## src/hw/rtl/xcfr_pkg.sv

```systemverilog
`default_nettype none

package xcfr_pkg;

    localparam int LEN_W = 7;

    typedef logic [LEN_W-1:0] t_len;

    typedef enum logic [2:0] {
        PH_HUNT,
        PH_ID,
        PH_LEN,
        PH_DATA,
        PH_CSUM,
        PH_END
    } t_phase;

    typedef enum logic [1:0] {
        BK_IDLE,
        BK_READ,
        BK_LOAD,
        BK_SHOW
    } t_back_state;

    localparam logic REG_START_MARKER = 1'b0;
    localparam logic REG_END_MARKER   = 1'b1;

    localparam logic [7:0] START_MARKER_RESET = 8'd170;
    localparam logic [7:0] END_MARKER_RESET   = 8'd85;

    localparam logic STATUS_OK       = 1'b0;
    localparam logic STATUS_CSUM_ERR = 1'b1;

    typedef struct packed {
        logic       status;
        logic [7:0] id;
        t_len       len;
        logic       bank;
    } t_frame_desc;

endpackage

`default_nettype wire

```

## src/hw/rtl/xcfr_ram.sv

```systemverilog
`default_nettype none

module xcfr_ram #(
    parameter int WIDTH = 8,
    parameter int DEPTH = 64
) (
    input  wire logic                     i_clk,
    input  wire logic                     i_we,
    input  wire logic [$clog2(DEPTH)-1:0] i_waddr,
    input  wire logic [WIDTH-1:0]         i_wdata,
    input  wire logic [$clog2(DEPTH)-1:0] i_raddr,
    output logic      [WIDTH-1:0]         o_rdata
);

    logic [WIDTH-1:0] r_mem [DEPTH];
    logic [WIDTH-1:0] r_rdata;

    always_ff @(posedge i_clk) begin
        if (i_we) begin
            r_mem[i_waddr] <= i_wdata;
        end
        r_rdata <= r_mem[i_raddr];
    end

    assign o_rdata = r_rdata;

endmodule

`default_nettype wire

```

## src/hw/rtl/xcfr_front.sv

```systemverilog
`default_nettype none

module xcfr_front #(
    parameter int MAX_PAYLOAD = 32,
    parameter int PW          = 5
) (
    input  wire logic                 i_clk,
    input  wire logic                 i_rst_n,
    input  wire logic                 i_cfg_we,
    input  wire logic                 i_cfg_idx,
    input  wire logic [7:0]           i_cfg_wdata,
    input  wire logic                 i_rx_valid,
    output logic                      o_rx_ready,
    input  wire logic [7:0]           i_rx_octet,
    input  wire logic                 i_q_room,
    output logic                      o_push,
    output xcfr_pkg::t_frame_desc     o_desc,
    output logic                      o_wr_en,
    output logic [PW:0]               o_wr_addr,
    output logic [7:0]                o_wr_data
);

    xcfr_pkg::t_phase r_phase;
    xcfr_pkg::t_phase n_phase;
    logic [7:0]       r_start_marker;
    logic [7:0]       r_end_marker;
    logic [7:0]       r_id;
    logic [7:0]       n_id;
    xcfr_pkg::t_len   r_len;
    xcfr_pkg::t_len   n_len;
    xcfr_pkg::t_len   r_count;
    xcfr_pkg::t_len   n_count;
    logic [7:0]       r_xor;
    logic [7:0]       n_xor;
    logic [7:0]       r_csum;
    logic [7:0]       n_csum;
    logic             r_bank;
    logic             n_bank;
    logic             w_accept;
    xcfr_pkg::t_len   w_count_inc;

    assign o_rx_ready  = i_q_room;
    assign w_accept    = i_rx_valid & i_q_room;
    assign w_count_inc = r_count + xcfr_pkg::t_len'(1);

    always_comb begin
        n_phase = r_phase;
        if (w_accept) begin
            case (r_phase)
                xcfr_pkg::PH_HUNT: begin
                    if (i_rx_octet == r_start_marker) begin
                        n_phase = xcfr_pkg::PH_ID;
                    end
                end
                xcfr_pkg::PH_ID: begin
                    n_phase = xcfr_pkg::PH_LEN;
                end
                xcfr_pkg::PH_LEN: begin
                    if (i_rx_octet > 8'(MAX_PAYLOAD)) begin
                        n_phase = xcfr_pkg::PH_HUNT;
                    end else if (i_rx_octet == 8'd0) begin
                        n_phase = xcfr_pkg::PH_CSUM;
                    end else begin
                        n_phase = xcfr_pkg::PH_DATA;
                    end
                end
                xcfr_pkg::PH_DATA: begin
                    if (w_count_inc >= r_len) begin
                        n_phase = xcfr_pkg::PH_CSUM;
                    end
                end
                xcfr_pkg::PH_CSUM: begin
                    n_phase = xcfr_pkg::PH_END;
                end
                xcfr_pkg::PH_END: begin
                    n_phase = xcfr_pkg::PH_HUNT;
                end
                default: begin
                    n_phase = xcfr_pkg::PH_HUNT;
                end
            endcase
        end
    end

    always_comb begin
        n_id      = r_id;
        n_len     = r_len;
        n_count   = r_count;
        n_xor     = r_xor;
        n_csum    = r_csum;
        n_bank    = r_bank;
        o_push    = 1'b0;
        o_wr_en   = 1'b0;
        o_wr_addr = {r_bank, r_count[PW-1:0]};
        o_wr_data = i_rx_octet;
        o_desc    = '{status: (r_csum != r_xor) ? xcfr_pkg::STATUS_CSUM_ERR
                                                : xcfr_pkg::STATUS_OK,
                      id: r_id, len: r_len, bank: r_bank};
        if (w_accept) begin
            case (r_phase)
                xcfr_pkg::PH_ID: begin
                    n_id  = i_rx_octet;
                    n_xor = i_rx_octet;
                end
                xcfr_pkg::PH_LEN: begin
                    n_len   = xcfr_pkg::t_len'(i_rx_octet);
                    n_count = '0;
                    n_xor   = r_xor ^ i_rx_octet;
                end
                xcfr_pkg::PH_DATA: begin
                    o_wr_en = 1'b1;
                    n_xor   = r_xor ^ i_rx_octet;
                    n_count = w_count_inc;
                end
                xcfr_pkg::PH_CSUM: begin
                    n_csum = i_rx_octet;
                end
                xcfr_pkg::PH_END: begin
                    if (i_rx_octet == r_end_marker) begin
                        o_push = 1'b1;
                        n_bank = ~r_bank;
                    end
                end
                default: begin
                    n_count = r_count;
                end
            endcase
        end
    end

    always_ff @(posedge i_clk) begin
        if (!i_rst_n) begin
            r_phase        <= xcfr_pkg::PH_HUNT;
            r_start_marker <= xcfr_pkg::START_MARKER_RESET;
            r_end_marker   <= xcfr_pkg::END_MARKER_RESET;
            r_bank         <= 1'b0;
        end else begin
            r_phase <= n_phase;
            r_bank  <= n_bank;
            if (i_cfg_we && i_cfg_idx == xcfr_pkg::REG_START_MARKER) begin
                r_start_marker <= i_cfg_wdata;
            end
            if (i_cfg_we && i_cfg_idx == xcfr_pkg::REG_END_MARKER) begin
                r_end_marker <= i_cfg_wdata;
            end
        end
    end

    always_ff @(posedge i_clk) begin
        r_id    <= n_id;
        r_len   <= n_len;
        r_count <= n_count;
        r_xor   <= n_xor;
        r_csum  <= n_csum;
    end

endmodule

`default_nettype wire

```

## src/hw/rtl/xcfr_queue.sv

```systemverilog
`default_nettype none

module xcfr_queue (
    input  wire logic                  i_clk,
    input  wire logic                  i_rst_n,
    input  wire logic                  i_push,
    input  wire xcfr_pkg::t_frame_desc i_desc,
    input  wire logic                  i_pop,
    output logic                       o_room,
    output logic                       o_head_valid,
    output xcfr_pkg::t_frame_desc      o_head
);

    xcfr_pkg::t_frame_desc r_entry [2];
    logic                  r_wr_ptr;
    logic                  r_rd_ptr;
    logic [1:0]            r_count;
    logic [1:0]            n_count;

    assign o_room       = (r_count != 2'd2);
    assign o_head_valid = (r_count != 2'd0);
    assign o_head       = r_entry[r_rd_ptr];

    always_comb begin
        n_count = r_count;
        if (i_push && !i_pop) begin
            n_count = r_count + 2'd1;
        end else if (i_pop && !i_push) begin
            n_count = r_count - 2'd1;
        end
    end

    always_ff @(posedge i_clk) begin
        if (!i_rst_n) begin
            r_wr_ptr <= 1'b0;
            r_rd_ptr <= 1'b0;
            r_count  <= 2'd0;
        end else begin
            r_count <= n_count;
            if (i_push) begin
                r_wr_ptr <= ~r_wr_ptr;
            end
            if (i_pop) begin
                r_rd_ptr <= ~r_rd_ptr;
            end
        end
    end

    always_ff @(posedge i_clk) begin
        if (i_push) begin
            r_entry[r_wr_ptr] <= i_desc;
        end
    end

endmodule

`default_nettype wire

```

## src/hw/rtl/xcfr_back.sv

```systemverilog
`default_nettype none

module xcfr_back #(
    parameter int PW = 5
) (
    input  wire logic                  i_clk,
    input  wire logic                  i_rst_n,
    input  wire logic                  i_head_valid,
    input  wire xcfr_pkg::t_frame_desc i_head,
    output logic                       o_pop,
    output logic [PW:0]                o_rd_addr,
    input  wire logic [7:0]            i_rd_data,
    output logic                       o_res_valid,
    input  wire logic                  i_res_ready,
    output logic                       o_frame_status,
    output logic [7:0]                 o_message_id,
    output logic [5:0]                 o_payload_length,
    output logic [4:0]                 o_payload_position,
    output logic [7:0]                 o_payload_octet,
    output logic                       o_run_last
);

    xcfr_pkg::t_back_state r_state;
    xcfr_pkg::t_back_state n_state;
    xcfr_pkg::t_len        r_pos;
    xcfr_pkg::t_len        n_pos;
    logic                  r_status;
    logic [7:0]            r_id;
    logic [5:0]            r_len;
    logic [4:0]            r_pos_out;
    logic [7:0]            r_octet;
    logic                  r_last;
    logic                  n_load;
    logic                  w_single;
    logic                  w_last;

    assign w_single  = (i_head.status == xcfr_pkg::STATUS_CSUM_ERR) ||
                       (i_head.len == '0);
    assign w_last    = w_single || ((r_pos + xcfr_pkg::t_len'(1)) == i_head.len);
    assign o_rd_addr = {i_head.bank, r_pos[PW-1:0]};

    always_comb begin
        n_state = r_state;
        case (r_state)
            xcfr_pkg::BK_IDLE: begin
                if (i_head_valid) begin
                    n_state = xcfr_pkg::BK_READ;
                end
            end
            xcfr_pkg::BK_READ: begin
                n_state = xcfr_pkg::BK_LOAD;
            end
            xcfr_pkg::BK_LOAD: begin
                n_state = xcfr_pkg::BK_SHOW;
            end
            xcfr_pkg::BK_SHOW: begin
                if (i_res_ready) begin
                    n_state = r_last ? xcfr_pkg::BK_IDLE : xcfr_pkg::BK_READ;
                end
            end
            default: begin
                n_state = xcfr_pkg::BK_IDLE;
            end
        endcase
    end

    always_comb begin
        n_pos  = r_pos;
        n_load = 1'b0;
        o_pop  = 1'b0;
        case (r_state)
            xcfr_pkg::BK_IDLE: begin
                n_pos = '0;
            end
            xcfr_pkg::BK_LOAD: begin
                n_load = 1'b1;
            end
            xcfr_pkg::BK_SHOW: begin
                if (i_res_ready) begin
                    if (r_last) begin
                        o_pop = 1'b1;
                    end else begin
                        n_pos = r_pos + xcfr_pkg::t_len'(1);
                    end
                end
            end
            default: begin
                n_pos = r_pos;
            end
        endcase
    end

    always_ff @(posedge i_clk) begin
        if (!i_rst_n) begin
            r_state <= xcfr_pkg::BK_IDLE;
        end else begin
            r_state <= n_state;
        end
    end

    always_ff @(posedge i_clk) begin
        r_pos <= n_pos;
        if (n_load) begin
            r_status  <= i_head.status;
            r_id      <= i_head.id;
            r_len     <= i_head.len[5:0];
            r_pos_out <= w_single ? 5'd0 : r_pos[4:0];
            r_octet   <= w_single ? 8'd0 : i_rd_data;
            r_last    <= w_last;
        end
    end

    assign o_res_valid        = (r_state == xcfr_pkg::BK_SHOW);
    assign o_frame_status     = r_status;
    assign o_message_id       = r_id;
    assign o_payload_length   = r_len;
    assign o_payload_position = r_pos_out;
    assign o_payload_octet    = r_octet;
    assign o_run_last         = r_last;

endmodule

`default_nettype wire

```

## src/hw/rtl/xor_checksum_frame_receiver_top.sv

```systemverilog
`default_nettype none

// Receives a byte stream framed as start marker, message id, length, payload, XOR checksum and
// end marker, and delivers each frame with a good end marker as results: one per payload byte
// with status ok, or a single result for an empty payload or a checksum mismatch. The parser
// takes one byte per cycle while it is not stalled. Payload bytes go into a two-bank buffer
// memory, and each completed frame waits in a two-entry queue for the readout stage. For each
// result the readout stage steps through a memory address state, a registered read and an
// output register; it passes through an idle state before the first result of each frame and
// waits while the consumer holds ready low. Byte transfers stall only while the queue holds two
// finished frames whose readout is not yet complete. There is no clearing pass after reset.
module xor_checksum_frame_receiver_top #(
    parameter int MAX_PAYLOAD = 32
) (
    input  wire logic       i_clk,
    input  wire logic       i_rst_n,
    input  wire logic       i_cfg_we,
    input  wire logic       i_cfg_idx,
    input  wire logic [7:0] i_cfg_wdata,
    input  wire logic       i_rx_valid,
    output logic            o_rx_ready,
    input  wire logic [7:0] i_rx_octet,
    output logic            o_res_valid,
    input  wire logic       i_res_ready,
    output logic            o_frame_status,
    output logic [7:0]      o_message_id,
    output logic [5:0]      o_payload_length,
    output logic [4:0]      o_payload_position,
    output logic [7:0]      o_payload_octet,
    output logic            o_run_last
);

    localparam int PW    = (MAX_PAYLOAD > 1) ? $clog2(MAX_PAYLOAD) : 1;
    localparam int DEPTH = 2 ** (PW + 1);

    logic                  w_q_room;
    logic                  w_push;
    xcfr_pkg::t_frame_desc w_desc;
    logic                  w_pop;
    logic                  w_head_valid;
    xcfr_pkg::t_frame_desc w_head;
    logic                  w_wr_en;
    logic [PW:0]           w_wr_addr;
    logic [7:0]            w_wr_data;
    logic [PW:0]           w_rd_addr;
    logic [7:0]            w_rd_data;

    xcfr_front #(
        .MAX_PAYLOAD (MAX_PAYLOAD),
        .PW          (PW)
    ) u_front (
        .i_clk       (i_clk),
        .i_rst_n     (i_rst_n),
        .i_cfg_we    (i_cfg_we),
        .i_cfg_idx   (i_cfg_idx),
        .i_cfg_wdata (i_cfg_wdata),
        .i_rx_valid  (i_rx_valid),
        .o_rx_ready  (o_rx_ready),
        .i_rx_octet  (i_rx_octet),
        .i_q_room    (w_q_room),
        .o_push      (w_push),
        .o_desc      (w_desc),
        .o_wr_en     (w_wr_en),
        .o_wr_addr   (w_wr_addr),
        .o_wr_data   (w_wr_data)
    );

    xcfr_ram #(
        .WIDTH (8),
        .DEPTH (DEPTH)
    ) u_ram (
        .i_clk   (i_clk),
        .i_we    (w_wr_en),
        .i_waddr (w_wr_addr),
        .i_wdata (w_wr_data),
        .i_raddr (w_rd_addr),
        .o_rdata (w_rd_data)
    );

    xcfr_queue u_queue (
        .i_clk        (i_clk),
        .i_rst_n      (i_rst_n),
        .i_push       (w_push),
        .i_desc       (w_desc),
        .i_pop        (w_pop),
        .o_room       (w_q_room),
        .o_head_valid (w_head_valid),
        .o_head       (w_head)
    );

    xcfr_back #(
        .PW (PW)
    ) u_back (
        .i_clk              (i_clk),
        .i_rst_n            (i_rst_n),
        .i_head_valid       (w_head_valid),
        .i_head             (w_head),
        .o_pop              (w_pop),
        .o_rd_addr          (w_rd_addr),
        .i_rd_data          (w_rd_data),
        .o_res_valid        (o_res_valid),
        .i_res_ready        (i_res_ready),
        .o_frame_status     (o_frame_status),
        .o_message_id       (o_message_id),
        .o_payload_length   (o_payload_length),
        .o_payload_position (o_payload_position),
        .o_payload_octet    (o_payload_octet),
        .o_run_last         (o_run_last)
    );

endmodule

`default_nettype wire
```

## config.mk

```make
export PLATFORM = sky130hd
export DESIGN_NAME = xor_checksum_frame_receiver_top
export DESIGN_NICKNAME = d
export VERILOG_FILES = /design/src/hw/rtl/xcfr_pkg.sv /design/src/hw/rtl/xcfr_ram.sv /design/src/hw/rtl/xcfr_front.sv /design/src/hw/rtl/xcfr_queue.sv /design/src/hw/rtl/xcfr_back.sv /design/src/hw/rtl/xor_checksum_frame_receiver_top.sv
export SDC_FILE = /design/constraint.sdc
export NUM_CORES = 1
export LEC_CHECK = 0
export BUFFER_PORTS_ARGS = -buffer_cell sky130_fd_sc_hd__buf_4
export CELL_PAD_IN_SITES_DETAIL_PLACEMENT = 0
export CELL_PAD_IN_SITES_GLOBAL_PLACEMENT = 1
export CORE_MARGIN = 2
export CORE_UTILIZATION = 58
export CTS_BUF_LIST = sky130_fd_sc_hd__clkbuf_2
export DETAILED_ROUTE_END_ITERATION = 6
export PLACE_DENSITY_LB_ADDON = 0.1
export SLEW_MARGIN = 20
export SYNTH_ARGS = -nofsm -noshare
export SYNTH_HDL_FRONTEND = slang
export SYNTH_SLANG_ARGS = --single-unit
```

## constraint.sdc

```tcl
create_clock -name i_clk -period 8.3 [get_ports i_clk]
set_clock_uncertainty 0.05 [all_clocks]
set_input_delay 1.245 -clock i_clk [delete_from_list [all_inputs] [get_ports i_clk]]
set_output_delay 1.245 -clock i_clk [all_outputs]
set_load 0.01 [all_outputs]
```

**Yosys cells after proc, flatten, opt, wreduce, memory -nomap -nowiden**

Memories as Yosys holds them, arrays and structs flattened. A register that Yosys moved wholly into a read port is not among the register bits.
Index checks and enable logic that the tools add are counted.

- $add $sub $neg: 4
- $lt $le $gt $ge: 2
- Equal/unequal tests: 18
- Mux-type cells: 32
- Bitwise logic cells: 6
- Reductions and logical operators: 27

Operators with widths:

| kind | count |
|---|---|
| $pmux W7 S2 | 2 |
| $mux W1 | 17 |
| $eq A8 B8 Y1 | 2 |
| $pmux W8 S2 | 1 |
| $pmux W3 S5 | 1 |
| $add A7 B1 Y7 const B | 2 |
| $mux W7 | 2 |
| $mux W3 | 4 |
| $reduce_and A2 Y1 | 6 |
| $reduce_bool A2 Y1 | 5 |
| $reduce_and A3 Y1 | 3 |
| $gt A8 B6 Y1 const B | 1 |
| $logic_not A8 Y1 | 1 |
| $mux W2 | 4 |
| $ne A2 B1 Y1 const B | 4 |
| $ne A8 B8 Y1 | 1 |
| $pmux W2 S4 | 1 |
| $xor A8 B8 Y8 | 1 |
| $eq A7 B7 Y1 | 1 |
| $ge A7 B7 Y1 | 1 |
| $logic_not A7 Y1 | 1 |
| $eq A3 B2 Y1 const B | 2 |
| $eq A3 B3 Y1 const B | 2 |
| $eq A2 B2 Y1 const B | 2 |
| 13 further kinds | 22 |

- Flip-flop bits (word level): 100
- Memory bits (writable): 546
- Input bits: 22
- Output and inout bits: 31
- Word-level logic and storage cells: 111
- Memories: 2

Memories:

| memory | depth | bits a word | read ports | clocked after memory_dff | wr ports | RTL line | source |
|---|---|---|---|---|---|---|---|
| u_ram.r_mem | 64 | 8 | 1 | 1 | 1 | xcfr_ram.sv:15 | `logic [WIDTH-1:0] r_mem [DEPTH];` |
| u_queue.r_entry | 2 | 17 | 1 | 1 | 1 | xcfr_queue.sv:14 | `xcfr_pkg::t_frame_desc r_entry [2];` |

**Longest topological paths before layout**

Gate-level depths: netlist (run 1).

- Depth after elaboration: 8
- Mapped depth: 11

**Modules after synthesis**

A second synthesis (run 1) with hierarchy kept.

- Cell total of the unflattened synthesis: 1384
- Area total of the unflattened synthesis: 26098.8 um^2

By module, submodules not included:

| module | instances | cells an instance | area each (um^2) | seq. area each (um^2) |
|---|---|---|---|---|
| xcfr_ram | 1 | 940 | 20166.8 | 15534.9 |
| xcfr_front | 1 | 261 | 2855.2 | 1541.5 |
| xcfr_back | 1 | 108 | 1629.1 | 1121.1 |
| xcfr_queue | 1 | 75 | 1447.6 | 1121.1 |

**Least setup slack after synthesis (run 1)**

No wires, ideal clock.

- Path type: in2reg
- Start point: input i_rx_octet[5]
- End point: memory u_queue.r_entry[0][0] (netlist name) (enable)
- Setup time: 0.438 ns
- Arrival time: 3.511 ns
- Path slack: 4.301 ns
- Stages: 5
- Path buffers: 1
- Cells stage by stage: clkbuf_1 > xor2_1 > nor2_1 > nand4_1 > nor4_1

- Longest elaborated chain between the ends: 6

RTL lines:

| what | RTL line | source |
|---|---|---|
| start: declaration | xor_checksum_frame_receiver_top.sv:22 | `input wire logic [7:0] i_rx_octet,` |
| $eq A8 B8 Y1 | xcfr_front.sv:119 | `if (i_rx_octet == r_end_marker) begin` |
| $mux W1 | xcfr_front.sv:119 |  |
| $mux W1 | xcfr_front.sv:100 | `case (r_phase)` |
| $mux W1 | xcfr_front.sv:99 | `if (w_accept) begin` |
| $mux W1 | xcfr_queue.sv:50 | `if (i_push) begin` |
| $mux W1 (implied by the code) | xcfr_queue.sv:51 | `r_entry[r_wr_ptr] <= i_desc;` |
| end: declaration | xcfr_queue.sv:14 |  |

No other way between the ends.

**Final worst setup path (run 1)**

- Start point: register u_front.r_phase[1]
- End point: memory u_ram.r_mem[34][7] (enable)

- Longest elaborated chain between the ends: 5

RTL lines:

| what | RTL line | source |
|---|---|---|
| start: declaration | xcfr_front.sv:23 | `xcfr_pkg::t_phase r_phase;` |
| start signal: assignment | xcfr_front.sv:133 | `r_phase <= xcfr_pkg::PH_HUNT;` |
| start signal: assignment | xcfr_front.sv:138 | `r_phase <= n_phase;` |
| $eq A3 B2 Y1 | xcfr_front.sv:100 |  |
| $mux W1 | xcfr_front.sv:100 |  |
| $mux W1 | xcfr_front.sv:99 |  |
| $mux W1 | xcfr_ram.sv:19 | `if (i_we) begin` |
| $mux W1 (implied by the code) | xcfr_ram.sv:20 | `r_mem[i_waddr] <= i_wdata;` |
| end: declaration | xcfr_ram.sv:15 |  |

No other way between the ends.

==> results of run 1 <==
## per-stage QoR
stage / total power, mW / setup slack [ns] / util [%] / cell area, um2 / instances
after floorplan: 5.20 / 4.30 / - / 25900 / 1367
after global placement: 5.75 / 4.28 / 60.7 / 26800 / 1960
after detailed placement: 5.75 / 4.16 / 60.7 / 26800 / 1960
after CTS: 7.79 / 4.39 / 64.1 / 28300 / 2238
after global routing: 8.08 / 4.02 / 64.1 / 28300 / 2239
final: 7.74 / 4.38 / 64.1 / 28300 / 2241
## repair_timing
action | 4_1_cts | 5_1_grt
hold buffers | 8 | 0
hold endpoints to repair | 10 | 0
resized for setup | 0 | 0
## power groups by stage
| stage | combinational [mW] | clock (mW) | sequential (mW) |
|---|---|---|---|
| 6_report | 1.97 | 2.05 | 3.72 |
| 3_5_place_dp | 1.96 | 0 | 3.79 |
| 2_1_floorplan | 1.44 | 0 | 3.76 |
| 3_3_place_gp | 1.96 | 0 | 3.79 |
| 5_1_grt | 2.09 | 2.28 | 3.72 |
| 4_1_cts | 1.97 | 2.10 | 3.71 |
## final cells by class
type                       count  area, um2
sequential                   655      19300
fill                        3210      15800
clock inverter                49        305
timing repair buffer          78        618
inverter                      15       56.3
antenna                        3       7.51
multi-input combinational    628       6130
clock buffer                 221       1110
tap                          592        741
## flip-flops by register name, summed over array words and instances, names as in the netlist, 6 cells and up, named ones only
register                 cells
u_front.r_end_marker         8
u_ram.o_rdata                8
u_back.o_payload_octet       8
u_ram.r_mem                512
u_front.r_xor                8
u_back.o_payload_length      6
u_front.r_len                7
u_queue.r_entry             34
u_back.o_message_id          8
u_back.r_pos                 7
u_front.r_id                 8
u_front.r_start_marker       8
u_front.r_count              7
u_front.r_csum               8
## worst max-delay path: stages, from the launching register on
cell and delay (ns):
dfxtp_1 0.45, nor2b_1 0.73, nand2_1 0.32, nor3_1 0.50, nand2_1 0.64, nor2_1 0.85
## routing by layer
layer / global-route usage (%) / share of wire (%)
met1: 35.4 / 41
met2: 39.2 / 47
met3: 8.07 / 9.1
met4: 10.0 / 2.9
met5: 0 / 0
## logic make-up (layout without fill, tap and decap cells)
logic type | Yosys count | count (layout) | synth area share (%)
and+or+nand+nor | 276 | 276 | 4.99
other | 0 | 3 | 0
AOI/OAI and AO/OA | 94 | 94 | 2.56
adders and majority gates | 14 | 14 | 0.677
xor gates and xnor gates | 52 | 52 | 1.76
buffers and inverters | 84 | 363 | 1.66
muxes | 192 | 192 | 13.7
DFF | 655 | 655 | 74.7
## worst paths after layout
check,from,end
setup / recovery,u_front.r_phase[1],u_ram.r_mem[34][7]
hold / removal,i_rst_n,u_front.r_start_marker[1]
setup reg to reg,u_front.r_phase[1],u_ram.r_mem[34][7]
hold reg to reg,u_front.r_id[2],u_queue.r_entry[0][10]
## synth_stat cells, drive strengths merged, types with 12 or more instances
cell type,instances,area share [%]
nand2,67,0.97
xnor2,26,0.88
a21oi,13,0.25
buf,35,0.95
ha,14,0.68
clkbuf,34,0.49
nor3,12,0.23
dfxtp,35,2.7
and2,22,0.53
nor2,96,1.4
mux2,19,0.83
nand3,20,0.39
inv,15,0.22
edfxtp,620,72
mux2i,46,1.8
o21ai,15,0.29
mux4,127,11
nor2b,24,0.58
xor2,26,0.88
==> impl_metrics.toml, run 1 <==
[status]
status = "complete, no violations"

[critical_path]
cp-end-kind = "flop"
startpoint_type = "flop"
worstPathMaxFanout = 11
path_class = "reg2reg"
reg2reg_depth = 5
arrival_ns = 4.81
worst_ep_required_time_ns = 9.19
r2r_setup_slack_ns = 4.38

[cells_and_area]
nets = 1568
layout_commonest_cell = "edfxtp_1"
layout-drive-gt1-share_pct = 28.2
final_cell_mix = "620 x edfxtp_1, 221 x clkbuf_2, 127 x mux4_2"
area_delta_synth_final_pct = 9.35

[sta]
worstMarginPinSlew_ns = 1.03
rsz0062_at_grt = "false"
final.setup.tns_ns = 0
min_period_ns = 3.92
hold_slack_ns = 0.195
slew_headroom_pct = 30.9
fin_crit_sh_pct = 47.2
setup_viol = 0
slew_viol_final = 0
fmax_ghz = 0.255
finalHoldViolCount = 0

[clock_tree]
cts_buffers = 154
root_buffer = "clkbuf_2"
clkTransAtPathRegs_ns = 0.11
cts_tree = "done"
htree_levels = 4
clkSinkCount = 655
cts_setup_buffers = 0
cts.path.max_buffers = 3
clk_latency_ns = 1.37

[global_route]
grt_max_degree = 120
grt_pass1_wl_um = 85200
antenna_found_initial = 3
gr-total-overflow = 0
grt_pass1_vias = 13700
grtUsageTotal_pct = 25.8

[pwr]
power.leakage_nw = 9.08
seq_power_share_pct = 48.0
comb_power_share_pct = 25.5
vdd.ir_drop.worst_mv = 0.162
internal_power_mw = 5.35
p_per_area_nw_per_um2 = 273
clkPwrFrac_pct = 26.5
p_switching_mw = 2.39
swShare_pct = 30.9

[routing]
first_iter_violations = 1438
wl_um = 57500
vias = 13400
wl_per_cell_um = 25.6
avgViaCountPerCell = 5.97
drc_errors = 0
ant_nets = 0
first_pass_iters = 5

[synth]
synth-warning-count = 0
synthesis.instances = 1367
ys.flop_type = "edfxtp_1"
avgSynthCellArea_um2 = 18.9
ys_ff_latch = 655
synth-edff-count = 620
synthesis.area_um2 = 25900
async_flop_share_pct = 0
seq_area_frac_synth_pct = 74.7
synth_fp_nets = 1403
synth.distinct_cells = 57

[placed_design]
port_buffers = 52
gp_congestion = 0.810
hpwl_um = 34100

[floorplan]
boundaryPins = 53
die_h_um = 215
die_w_um = 215
initial_core_util_pct = 58.6
core_um2 = 44100
dieArea_um2 = 46300
rows = 77

[job]
drv_cap = 0

[hold_path]
hp-class = "in2reg"
whs_path_depth = 2
Note: power is estimated with default switching activity, not from simulation.
==> run 2, diff against run 1 <==
- CORE_UTILIZATION: 58 -> 57
- clock period: 8.3 -> 3.9 ns (I/O delays scaled with it)
==> impl_metrics.toml, run 2 (synthesis results as in run 1) <==
[status]
status = "complete, no violations"

[pwr]
p_switching_mw = 5.17
power_mw = 16.8
internal_power_mw = 11.6
swShare_pct = 30.8
vdd.ir_drop.worst_mv = 0.327
comb_power_share_pct = 26.0
clkPwrFrac_pct = 26.5
p_per_area_nw_per_um2 = 575
seq_power_share_pct = 47.5
power.leakage_nw = 9.51

[critical_path]
worst_ep_required_time_ns = 4.79
cp_cell_sequence = "nand2b_1 -> nand2_1 -> nor2_1 -> buf_4 -> and3_1 -> nand2_1 -> nor2_1"
reg2reg_depth = 7
slowest_delay_ns = 0.76
cp-end-kind = "flop"
path_class = "reg2reg"
worst_path_max_delay_cell = "nor2_1"
startpoint_type = "flop"
worstPathMaxFanout = 9
arrival_ns = 4.09

[sta]
slew_viol_final = 0
setup_viol = 0
fmax_ghz = 0.313
fin_ws_ns = 0.704
slew_headroom_pct = 29.3
rsz0062_at_grt = "false"
fin_crit_sh_pct = 82.0
min_period_ns = 3.20
final.setup.tns_ns = 0
hold_slack_ns = 0.134
worstMarginPinSlew_ns = 1.05
finalHoldViolCount = 0

[cells_and_area]
layout_commonest_cell = "edfxtp_1"
layout-drive-gt1-share_pct = 29.3
nets = 1654
area_delta_synth_final_pct = 12.7
layoutNonFillerInstCount = 2346
reg_top3 = "u_ram.r_mem: 512 flops, u_queue.r_entry: 34 flops"
regMostFlops = "u_ram.r_mem"
largest_register_ffs = 512
final_cell_mix = "620 x edfxtp_1, 231 x clkbuf_2, 127 x mux4_2"

[placed_design]
hpwl_um = 36600
dp_cells = 2004
port_buffers = 52
gp_congestion = 0.840
pre_cts_ws_ns = 0.796

[routing]
drc_errors = 0
wl_per_cell_um = 26.0
ant_nets = 0
wl_um = 60900
first_pass_iters = 5
first_iter_violations = 1465
avgViaCountPerCell = 5.92
vias = 13900

[floorplan]
rows = 78
dieArea_um2 = 47100
boundaryPins = 53
core_um2 = 45100
die_w_um = 217
initial_core_util_pct = 57.4
die_h_um = 217

[clock_tree]
clk_latency_ns = 1.35
htree_levels = 4
cts_buffers = 160
root_buffer = "clkbuf_2"
cts.path.max_buffers = 3
clkTransAtPathRegs_ns = 0.11
cts_tree = "done"
cts_setup_buffers = 0
post_cts_resized = 0
clkSinkCount = 655

[hold_path]
whs_path_depth = 2
hp-class = "in2reg"

[global_route]
antenna_found_initial = 4
grt_max_degree = 73
grtUsageTotal_pct = 26.9
gr-total-overflow = 0
grt_pass1_wl_um = 89800
grt_pass1_vias = 14000

[job]
drv_cap = 0
[run 2: routing by layer]
metal / up-vias / wire [um] / GRT usage [%]
met5: - / 8 / 0
met4: 2 / 1250 / 9.00
met3: 87 / 5440 / 8.65
met2: 658 / 28300 / 39.9
met1: 7070 / 26000 / 38.3
li1: 6060 / - / -
[run 2: path summary, 6_finish.rpt]
kind         slack, ns               start               endpoint
max reg2reg       0.70  u_queue.r_count[0]     u_ram.r_mem[43][4]
min reg2reg       0.40     u_front.r_id[1]  u_queue.r_entry[0][9]
max               0.70  u_queue.r_count[0]     u_ram.r_mem[43][4]
min               0.13       i_rx_octet[3]        u_front.r_id[3]
[run 2: cell type report]
class,count,area (um2)
Fill cell,3248,15900
Clock buffer,231,1160
Clock inverter,51,287
Antenna cell,8,20.0
Inverter,15,56.3
Timing Repair Buffer,158,1430
Sequential cell,655,19300
Multi-Input combinational cell,628,6130
Tap cell,600,751
[run 2: power groups by stage]
stage	registers (mW)	logic, mW	clock network [mW]
after floorplan	8.01	3.06	0
after detailed placement	8.12	4.29	0
after global placement	8.12	4.27	0
after CTS	7.96	4.36	4.57
final	7.96	4.36	4.45
after global routing	7.97	4.58	4.94
[run 2: metrics by stage]
stage	cell area [um2]	util [%]
6_report	29100	64.6
4_1_cts	29100	64.6
5_1_grt	29100	64.6
3_5_place_dp	27200	60.2
3_3_place_gp	27200	60.2
2_1_floorplan	25900	-
[run 2: what timing repair did]
| action | in CTS | in global routing |
|---|---|---|
| hold buffers | 52 | 0 |
| setup endpoints to repair | 0 | 0 |
| hold endpoints to repair | 517 | 0 |
[run 2: worst max-delay path: cells and delay by family (launching register included)]
family	cells	cell delay [ns]
buf+inv	1	0.18
simple gates	6	2.14
flops	1	0.41
